<file path="config.mk">
export PLATFORM = sky130hd
export DESIGN_NAME = websocket_frame_deframer_top
export DESIGN_NICKNAME = d
export VERILOG_FILES = /design/src/wsdf_pkg.sv /design/src/wsdf_front.sv /design/src/wsdf_queue.sv /design/src/wsdf_back.sv /design/src/websocket_frame_deframer_top.sv
export SDC_FILE = /design/constraint.sdc
export NUM_CORES = 1
export LEC_CHECK = 0
export BUFFER_PORTS_ARGS = -buffer_cell sky130_fd_sc_hd__buf_2
export CAP_MARGIN = 30
export CORE_UTILIZATION = 40
export DETAILED_ROUTE_END_ITERATION = 12
export GPL_TIMING_DRIVEN = 0
export PLACE_DENSITY_LB_ADDON = 0.15
export SLEW_MARGIN = 10
export SYNTH_ARGS = -nofsm -noshare
export SYNTH_HDL_FRONTEND = slang
export SYNTH_SLANG_ARGS = --single-unit
export TNS_END_PERCENT = 5
</file>
<file path="constraint.sdc">
create_clock -name clock -period 11.1 [get_ports clock]
set_clock_uncertainty 0.15 [all_clocks]
set_input_delay 1.665 -clock clock [delete_from_list [all_inputs] [get_ports clock]]
set_output_delay 1.665 -clock clock [all_outputs]
set_load 0.05 [all_outputs]
</file>
<file path="src/wsdf_pkg.sv">
// Shared types and constants of the WebSocket frame deframer.
package wsdf_pkg;

   localparam int QUEUE_DEPTH = 2;
   localparam int QUEUE_PTR_W = (QUEUE_DEPTH > 1) ? $clog2(QUEUE_DEPTH) : 1;
   localparam int QUEUE_CNT_W = $clog2(QUEUE_DEPTH + 1);

   localparam logic KIND_HEADER  = 1'b0;
   localparam logic KIND_PAYLOAD = 1'b1;

   localparam logic [6:0] LEN_CODE_16 = 7'd126;
   localparam logic [3:0] EXT_BYTES_16 = 4'd2;
   localparam logic [3:0] EXT_BYTES_64 = 4'd8;
   localparam logic [3:0] KEY_BYTES = 4'd4;

   typedef struct packed {
      logic        kind;
      logic [7:0]  raw_byte;
      logic [7:0]  key_byte;
      logic        fin;
      logic [3:0]  opcode;
      logic        masked;
      logic [63:0] length;
      logic        last;
   } wsdf_rec_type;

endpackage

</file>
<file path="src/wsdf_front.sv">
// Header parser that classifies each stream byte and queues result records.
module wsdf_front (
   input  logic                  clock,
   input  logic                  reset,
   input  logic                  req_valid,
   input  logic [7:0]            req_data_byte,
   input  logic                  queue_full,
   output logic                  push,
   output wsdf_pkg::wsdf_rec_type push_rec
);
   import wsdf_pkg::*;

   typedef enum logic [2:0] {
      PH_HDR0,
      PH_HDR1,
      PH_EXTLEN,
      PH_KEY,
      PH_PAYLOAD
   } phase_type;

   phase_type   phase_ff, phase_in;
   logic        fin_ff, fin_in;
   logic [3:0]  opcode_ff, opcode_in;
   logic        mask_ff, mask_in;
   logic [63:0] len_ff, len_in;
   logic [31:0] key_ff, key_in;
   logic [3:0]  hdr_cnt_ff, hdr_cnt_in;
   logic [63:0] pay_ff, pay_in;
   logic        accept;
   logic        len_known;
   logic        hdr_done;
   logic        zero_len;
   logic [7:0]  key_byte;

   assign accept = req_valid && !queue_full;

   always_comb begin
      phase_in   = phase_ff;
      fin_in     = fin_ff;
      opcode_in  = opcode_ff;
      mask_in    = mask_ff;
      len_in     = len_ff;
      key_in     = key_ff;
      hdr_cnt_in = hdr_cnt_ff;
      pay_in     = pay_ff;
      len_known  = 1'b0;
      hdr_done   = 1'b0;
      zero_len   = 1'b0;
      push       = 1'b0;
      push_rec   = '0;
      case (pay_ff[1:0])
         2'd0: key_byte = key_ff[31:24];
         2'd1: key_byte = key_ff[23:16];
         2'd2: key_byte = key_ff[15:8];
         default: key_byte = key_ff[7:0];
      endcase
      if (accept) begin
         unique case (phase_ff)
            PH_HDR0: begin
               fin_in    = req_data_byte[7];
               opcode_in = req_data_byte[3:0];
               phase_in  = PH_HDR1;
            end
            PH_HDR1: begin
               mask_in = req_data_byte[7];
               key_in  = '0;
               if (req_data_byte[6:0] < LEN_CODE_16) begin
                  len_in    = {57'd0, req_data_byte[6:0]};
                  len_known = 1'b1;
               end else begin
                  len_in     = '0;
                  hdr_cnt_in = (req_data_byte[6:0] == LEN_CODE_16) ? EXT_BYTES_16
                                                                  : EXT_BYTES_64;
                  phase_in   = PH_EXTLEN;
               end
            end
            PH_EXTLEN: begin
               len_in     = {len_ff[55:0], req_data_byte};
               hdr_cnt_in = hdr_cnt_ff - 4'd1;
               if (hdr_cnt_in == 4'd0) begin
                  len_known = 1'b1;
               end
            end
            PH_KEY: begin
               key_in     = {key_ff[23:0], req_data_byte};
               hdr_cnt_in = hdr_cnt_ff - 4'd1;
               if (hdr_cnt_in == 4'd0) begin
                  hdr_done = 1'b1;
               end
            end
            PH_PAYLOAD: begin
               pay_in            = pay_ff + 64'd1;
               push              = 1'b1;
               push_rec.kind     = KIND_PAYLOAD;
               push_rec.raw_byte = req_data_byte;
               push_rec.key_byte = key_byte;
               push_rec.last     = (pay_in == len_ff);
               if (push_rec.last) begin
                  pay_in   = '0;
                  phase_in = PH_HDR0;
               end
            end
            default: begin
               fin_in    = req_data_byte[7];
               opcode_in = req_data_byte[3:0];
               phase_in  = PH_HDR1;
            end
         endcase
         if (len_known) begin
            if (mask_in) begin
               hdr_cnt_in = KEY_BYTES;
               phase_in   = PH_KEY;
            end else begin
               hdr_done = 1'b1;
            end
         end
         if (hdr_done) begin
            zero_len      = (len_in == 64'd0);
            push          = 1'b1;
            push_rec.kind = KIND_HEADER;
            push_rec.last = zero_len;
            pay_in        = '0;
            phase_in      = zero_len ? PH_HDR0 : PH_PAYLOAD;
         end
      end
      push_rec.fin    = fin_in;
      push_rec.opcode = opcode_in;
      push_rec.masked = mask_in;
      push_rec.length = len_in;
   end

   always_ff @(posedge clock) begin
      if (reset) begin
         phase_ff   <= PH_HDR0;
         fin_ff     <= 1'b0;
         opcode_ff  <= '0;
         mask_ff    <= 1'b0;
         len_ff     <= '0;
         key_ff     <= '0;
         hdr_cnt_ff <= '0;
         pay_ff     <= '0;
      end else begin
         phase_ff   <= phase_in;
         fin_ff     <= fin_in;
         opcode_ff  <= opcode_in;
         mask_ff    <= mask_in;
         len_ff     <= len_in;
         key_ff     <= key_in;
         hdr_cnt_ff <= hdr_cnt_in;
         pay_ff     <= pay_in;
      end
   end

   a_payload_in_phase: assert property (@(posedge clock) disable iff (reset)
      (push && push_rec.kind == KIND_PAYLOAD) |-> (phase_ff == PH_PAYLOAD))
      else $error("Payload beat produced outside the payload phase.");

   a_header_opens_payload: assert property (@(posedge clock) disable iff (reset)
      (push && push_rec.kind == KIND_HEADER && !push_rec.last) |=> (phase_ff == PH_PAYLOAD))
      else $error("Nonempty frame header did not open the payload phase.");

   a_header_count_live: assert property (@(posedge clock) disable iff (reset)
      (phase_ff == PH_EXTLEN || phase_ff == PH_KEY) |-> (hdr_cnt_ff != 4'd0))
      else $error("Header byte counter is zero inside the header.");

endmodule

</file>
<file path="src/wsdf_queue.sv">
// Short register queue between the parser and the output stage.
module wsdf_queue (
   input  logic                   clock,
   input  logic                   reset,
   input  logic                   push,
   input  wsdf_pkg::wsdf_rec_type push_rec,
   input  logic                   pop,
   output logic                   full,
   output logic                   not_empty,
   output wsdf_pkg::wsdf_rec_type pop_rec
);
   import wsdf_pkg::*;

   wsdf_rec_type           slot_ff [QUEUE_DEPTH];
   logic [QUEUE_PTR_W-1:0] wr_ptr_ff, wr_ptr_in;
   logic [QUEUE_PTR_W-1:0] rd_ptr_ff, rd_ptr_in;
   logic [QUEUE_CNT_W-1:0] count_ff, count_in;

   assign full      = (count_ff == QUEUE_CNT_W'(QUEUE_DEPTH));
   assign not_empty = (count_ff != '0);
   assign pop_rec   = slot_ff[rd_ptr_ff];

   always_comb begin
      wr_ptr_in = wr_ptr_ff;
      rd_ptr_in = rd_ptr_ff;
      count_in  = count_ff;
      if (push) begin
         wr_ptr_in = (wr_ptr_ff == QUEUE_PTR_W'(QUEUE_DEPTH - 1)) ? '0
                                                               : wr_ptr_ff + 1'b1;
      end
      if (pop) begin
         rd_ptr_in = (rd_ptr_ff == QUEUE_PTR_W'(QUEUE_DEPTH - 1)) ? '0
                                                               : rd_ptr_ff + 1'b1;
      end
      if (push && !pop) begin
         count_in = count_ff + 1'b1;
      end else if (pop && !push) begin
         count_in = count_ff - 1'b1;
      end
   end

   always_ff @(posedge clock) begin
      if (reset) begin
         wr_ptr_ff <= '0;
         rd_ptr_ff <= '0;
         count_ff  <= '0;
      end else begin
         wr_ptr_ff <= wr_ptr_in;
         rd_ptr_ff <= rd_ptr_in;
         count_ff  <= count_in;
      end
   end

   always_ff @(posedge clock) begin
      if (push) begin
         slot_ff[wr_ptr_ff] <= push_rec;
      end
   end

   a_no_overflow: assert property (@(posedge clock) disable iff (reset)
      full |-> !push)
      else $error("Record pushed into a full queue.");

   a_no_underflow: assert property (@(posedge clock) disable iff (reset)
      !not_empty |-> !pop)
      else $error("Record popped from an empty queue.");

   a_count_bound: assert property (@(posedge clock) disable iff (reset)
      count_ff <= QUEUE_CNT_W'(QUEUE_DEPTH))
      else $error("Queue occupancy exceeds its depth.");

endmodule

</file>
<file path="src/wsdf_back.sv">
// Output stage that unmasks payload bytes and holds the result beat.
module wsdf_back (
   input  logic                   clock,
   input  logic                   reset,
   input  logic                   rec_valid,
   input  wsdf_pkg::wsdf_rec_type rec,
   output logic                   pop,
   output logic                   rsp_valid,
   input  logic                   rsp_stall,
   output logic                   rsp_kind,
   output logic [7:0]             rsp_data,
   output logic                   rsp_fin,
   output logic [3:0]             rsp_opcode,
   output logic                   rsp_masked,
   output logic [63:0]            rsp_payload_length,
   output logic                   rsp_last
);
   import wsdf_pkg::*;

   logic        valid_ff;
   logic        kind_ff;
   logic [7:0]  data_ff;
   logic        fin_ff;
   logic [3:0]  opcode_ff;
   logic        masked_ff;
   logic [63:0] length_ff;
   logic        last_ff;
   logic [7:0]  data_in;

   assign pop     = rec_valid && (!valid_ff || !rsp_stall);
   assign data_in = (rec.kind == KIND_PAYLOAD) ? (rec.raw_byte ^ rec.key_byte) : 8'd0;

   always_ff @(posedge clock) begin
      if (reset) begin
         valid_ff <= 1'b0;
      end else if (pop) begin
         valid_ff <= 1'b1;
      end else if (!rsp_stall) begin
         valid_ff <= 1'b0;
      end
   end

   always_ff @(posedge clock) begin
      if (pop) begin
         kind_ff   <= rec.kind;
         data_ff   <= data_in;
         fin_ff    <= rec.fin;
         opcode_ff <= rec.opcode;
         masked_ff <= rec.masked;
         length_ff <= rec.length;
         last_ff   <= rec.last;
      end
   end

   assign rsp_valid          = valid_ff;
   assign rsp_kind           = kind_ff;
   assign rsp_data           = data_ff;
   assign rsp_fin            = fin_ff;
   assign rsp_opcode         = opcode_ff;
   assign rsp_masked         = masked_ff;
   assign rsp_payload_length = length_ff;
   assign rsp_last           = last_ff;

endmodule

</file>
<file path="src/websocket_frame_deframer_top.sv">
// Top level of the WebSocket frame deframer.
//
//   Channel   Ports   Direction   Beat
//   request   req_    in          one stream byte
//   response  rsp_    out         one header or unmasked payload result
//
// A byte can be accepted every cycle while req_stall is low.
// A result appears on rsp_ after its byte is accepted, passing through the queue and
// the output register. Header bytes before the final one give no result.
// Reset is synchronous and active high and returns the parser to the first header byte.
// req_stall rises only when the two-entry queue is full behind a stalled output.
module websocket_frame_deframer_top (
   input  logic        clock,
   input  logic        reset,
   input  logic        req_valid,
   output logic        req_stall,
   input  logic [7:0]  req_data_byte,
   output logic        rsp_valid,
   input  logic        rsp_stall,
   output logic        rsp_kind,
   output logic [7:0]  rsp_data,
   output logic        rsp_fin,
   output logic [3:0]  rsp_opcode,
   output logic        rsp_masked,
   output logic [63:0] rsp_payload_length,
   output logic        rsp_last
);
   import wsdf_pkg::*;

   logic         push;
   wsdf_rec_type push_rec;
   logic         pop;
   logic         queue_full;
   logic         queue_not_empty;
   wsdf_rec_type pop_rec;

   assign req_stall = queue_full;

   wsdf_front u_front (
      .clock         (clock),
      .reset         (reset),
      .req_valid     (req_valid),
      .req_data_byte (req_data_byte),
      .queue_full    (queue_full),
      .push          (push),
      .push_rec      (push_rec)
   );

   wsdf_queue u_queue (
      .clock     (clock),
      .reset     (reset),
      .push      (push),
      .push_rec  (push_rec),
      .pop       (pop),
      .full      (queue_full),
      .not_empty (queue_not_empty),
      .pop_rec   (pop_rec)
   );

   wsdf_back u_back (
      .clock              (clock),
      .reset              (reset),
      .rec_valid          (queue_not_empty),
      .rec                (pop_rec),
      .pop                (pop),
      .rsp_valid          (rsp_valid),
      .rsp_stall          (rsp_stall),
      .rsp_kind           (rsp_kind),
      .rsp_data           (rsp_data),
      .rsp_fin            (rsp_fin),
      .rsp_opcode         (rsp_opcode),
      .rsp_masked         (rsp_masked),
      .rsp_payload_length (rsp_payload_length),
      .rsp_last           (rsp_last)
   );

endmodule
</file>
==> flow_summary.toml <==
[cts]
clock_insertion_delay_worst_skew_ns = 0.60
tritoncts.num_buffers = 47
cts_num_sinks = 435
htree_num_levels = 2
quantity_of_gates_resized_following_cts = 0
cts.repair_timing.setup_buffer_count = 0
clk_transition_reported_paths_ns = 0.06
cts_hold_repair.buffers = 0
clockBufferDepth = 3
clk_root_buffer_cell = "clkbuf_16"
cts_tree = "done"

[yosys]
netlist_area_um2 = 20100
ys_ff_latch = 435
synth_cell_types = 71
ys_top_cells_by_count = "edfxtp_1, dfxtp_1, nand2_1"
cell_count_after_synthesis = 1828
synth_area_leader_cell = "edfxtp_1"
yosys-top-cells-area = "edfxtp_1, dfxtp_1, mux2_2, xnor2_1, a22o_1"
synth-main-ff-cell = "edfxtp_1"
synthesis.nets = 1847
synth.avg_cell_area_um2 = 11.0
synth-warning-count = 0
post-synth-top-area-fraction_pct = 38.2
synth_seq_area_share_pct = 56.1
synth_edf_count = 256
postSynth.asyncResetShare_pct = 0
synth_most_common_cell = "edfxtp_1"

[final_layout]
layoutNonFillerInstCount = 2688
final_core_util_pct = 47.2
synthToLayoutAreaGrowth_pct = 15.7
number_of_nets_at_the_end_of_the_flow = 2004
insertedDiodeCount = 0
layout-drive-gt1-share_pct = 15.4

[sta]
final-setup-viol-count = 0
rsz_0062_raised_after_global_routing = "false"
max_clock_freq_mhz = 171
finalMaxSlewViolations = 0
hold_violations = 0
totalNegativeSetupSlack_ns = 0
headroom_to_the_max_slew_limit_pct = 30.9
fin_crit_ns = 5.83
hold-worst-slack_ns = 0.304
post-route-period-util_pct = 52.6
timing_worst_slew_pin_value_ns = 1.03

[routing]
final_antenna_net_count = 0
wl_per_cell_um = 24.9
detailroute.via_count = 15700
post-route-drc-count = 0
viasPerCell = 5.86
dr.first_iter.drc_count = 1602
drt_wl_total_mm = 67.0
drtPass1Iterations = 6

[place]
placement.io_buffers = 93
dpl.cell_count = 2597
place.detailed.hpwl_mm = 50.3
gp_congestion = 0.944

[floorplanning]
design.core.area_um2 = 49300
fp-row-count = 81
design.die.area_um2 = 51200
die_h_um = 226
initial_util_pct = 40.8
io_pins = 94
fp.dieW_um = 226

[worst_setup_path]
worstSetupStartpointType = "flop"
worstPathRequired_ns = 11.48
critical_path_arrival_ns = 6.21
critPathKind = "flop to flop"
cp_max_fo = 10
timing.critical_path.to_type = "flop"

[grt]
grt_pass1_wl_mm = 98.0
initial_antenna_violation_count = 0
grt_start_max_net_pins = 67
first_global_vias = 14900
grt_use_total_pct = 26.2
grt_remaining_overflow = 0

[pwr]
power-per-cell-area_nw_per_um2 = 204
p_leak_nw = 8.05
design_power_total_mw = 4.74
peak_supply_drop_uv = 127

[outcome]
run_status = "finished, final reports clean"

[hold_path]
hp-class = "flop to flop"

[job]
timing.max_cap.violations = 0
## per-layer routing
| metal | up-vias | global-route usage [%] | routed length, um |
|---|---|---|---|
| met1 | 7798 | 38.8 | 31500 |
| met2 | 624 | 38.9 | 29100 |
| met4 | 0 | 7.61 | 1820 |
| met5 | - | 0 | 0 |
| met3 | 121 | 4.42 | 4550 |
| li1 | 7205 | - | - |
## state kept, by name (all words and copies together) (netlist names), 2 cells and up, named ones only
signal,count
u_back.rsp_data,8
u_back.rsp_opcode,4
u_back.rsp_payload_length,64
u_front.hdr_cnt_ff,4
u_front.key_ff,32
u_front.len_ff,64
u_front.opcode_ff,4
u_front.pay_ff,64
u_front.phase_ff,3
u_queue.count_ff,2
u_queue.slot_ff,176
## power breakdown
part / switching [mW] / internal, mW
clock: 0.676 / 0.948
sequential: 0.0557 / 1.97
combinational: 0.806 / 0.292
## area by class of cell
type | instances | area, um^2
Buffer | 131 | 542
Clock buffer | 55 | 1270
Clock inverter | 33 | 334
Fill cell | 4638 | 26000
Inverter | 43 | 164
Multi-Input combinational cell | 1219 | 8160
Sequential cell | 435 | 11300
Tap cell | 664 | 831
Timing Repair Buffer | 108 | 691
## cells in the final DEF (no fill, tap or decap), drive strengths merged, types with 7 or more instances in the layout
cell type	instances
mux2i	10
edfxtp	256
ha	7
or4	27
xor2	36
and4	15
nor2	97
nor3	40
buf	143
nor2b	77
nand3b	10
a21oi	85
clkbuf	150
nand2b	10
nand3	76
nor4	66
inv	52
a222oi	8
a221o	21
nand4	75
xnor2	78
clkinv	17
and3	34
o21ai	52
a211oi	14
and2	16
a22o	72
o21a	7
nand2	110
dfxtp	179
or3	17
mux2	76
or2	11
## worst max-delay path: stages (launching register included)
cell      delay (ns)
dfxtp_1         0.30
clkbuf_2        0.27
nand4_1         0.30
clkbuf_1        0.31
nor4_2          0.85
nand4_1         0.60
or3_1           0.59
xnor2_1         0.15
o21ai_0         0.27
nor4_1          0.12
a21oi_1         0.38
buf_6           0.21
clkbuf_1        0.64
o21ai_0         0.45
nand2_1         0.14
## path summary, 6_finish.rpt
| kind | startpoint | end | slack, ns | depth (start not counted) |
|---|---|---|---|---|
| max | u_front.pay_ff[34] | u_front.pay_ff[46] | 5.27 | 14 |
| min | u_front.key_ff[29] | u_front.key_ff[29] | 0.30 | 2 |
| max reg2reg | u_front.pay_ff[34] | u_front.pay_ff[46] | 5.27 | 14 |
| min reg2reg | u_front.key_ff[29] | u_front.key_ff[29] | 0.30 | 2 |
## stage by stage
step                      setup slack [ns]  cell area [um^2]
after floorplan                       3.92             20100
after global placement               0.940             21400
after detailed placement              5.47             21600
after CTS                             5.46             23200
after global routing                  5.12             23300
final                                 5.27             23300
## cells by family after synthesis
kind of cell / share of synthesized area, %
AOI/OAI and AO/OA: 10.8
buffers and inverters: 3.50
adders and majority gates: 0.436
muxes: 4.75
xor gates and xnor gates: 5.08
DFF: 56.1
and+or+nand+nor: 19.4
No activity file was read; power rests on OpenSTA's default activity.
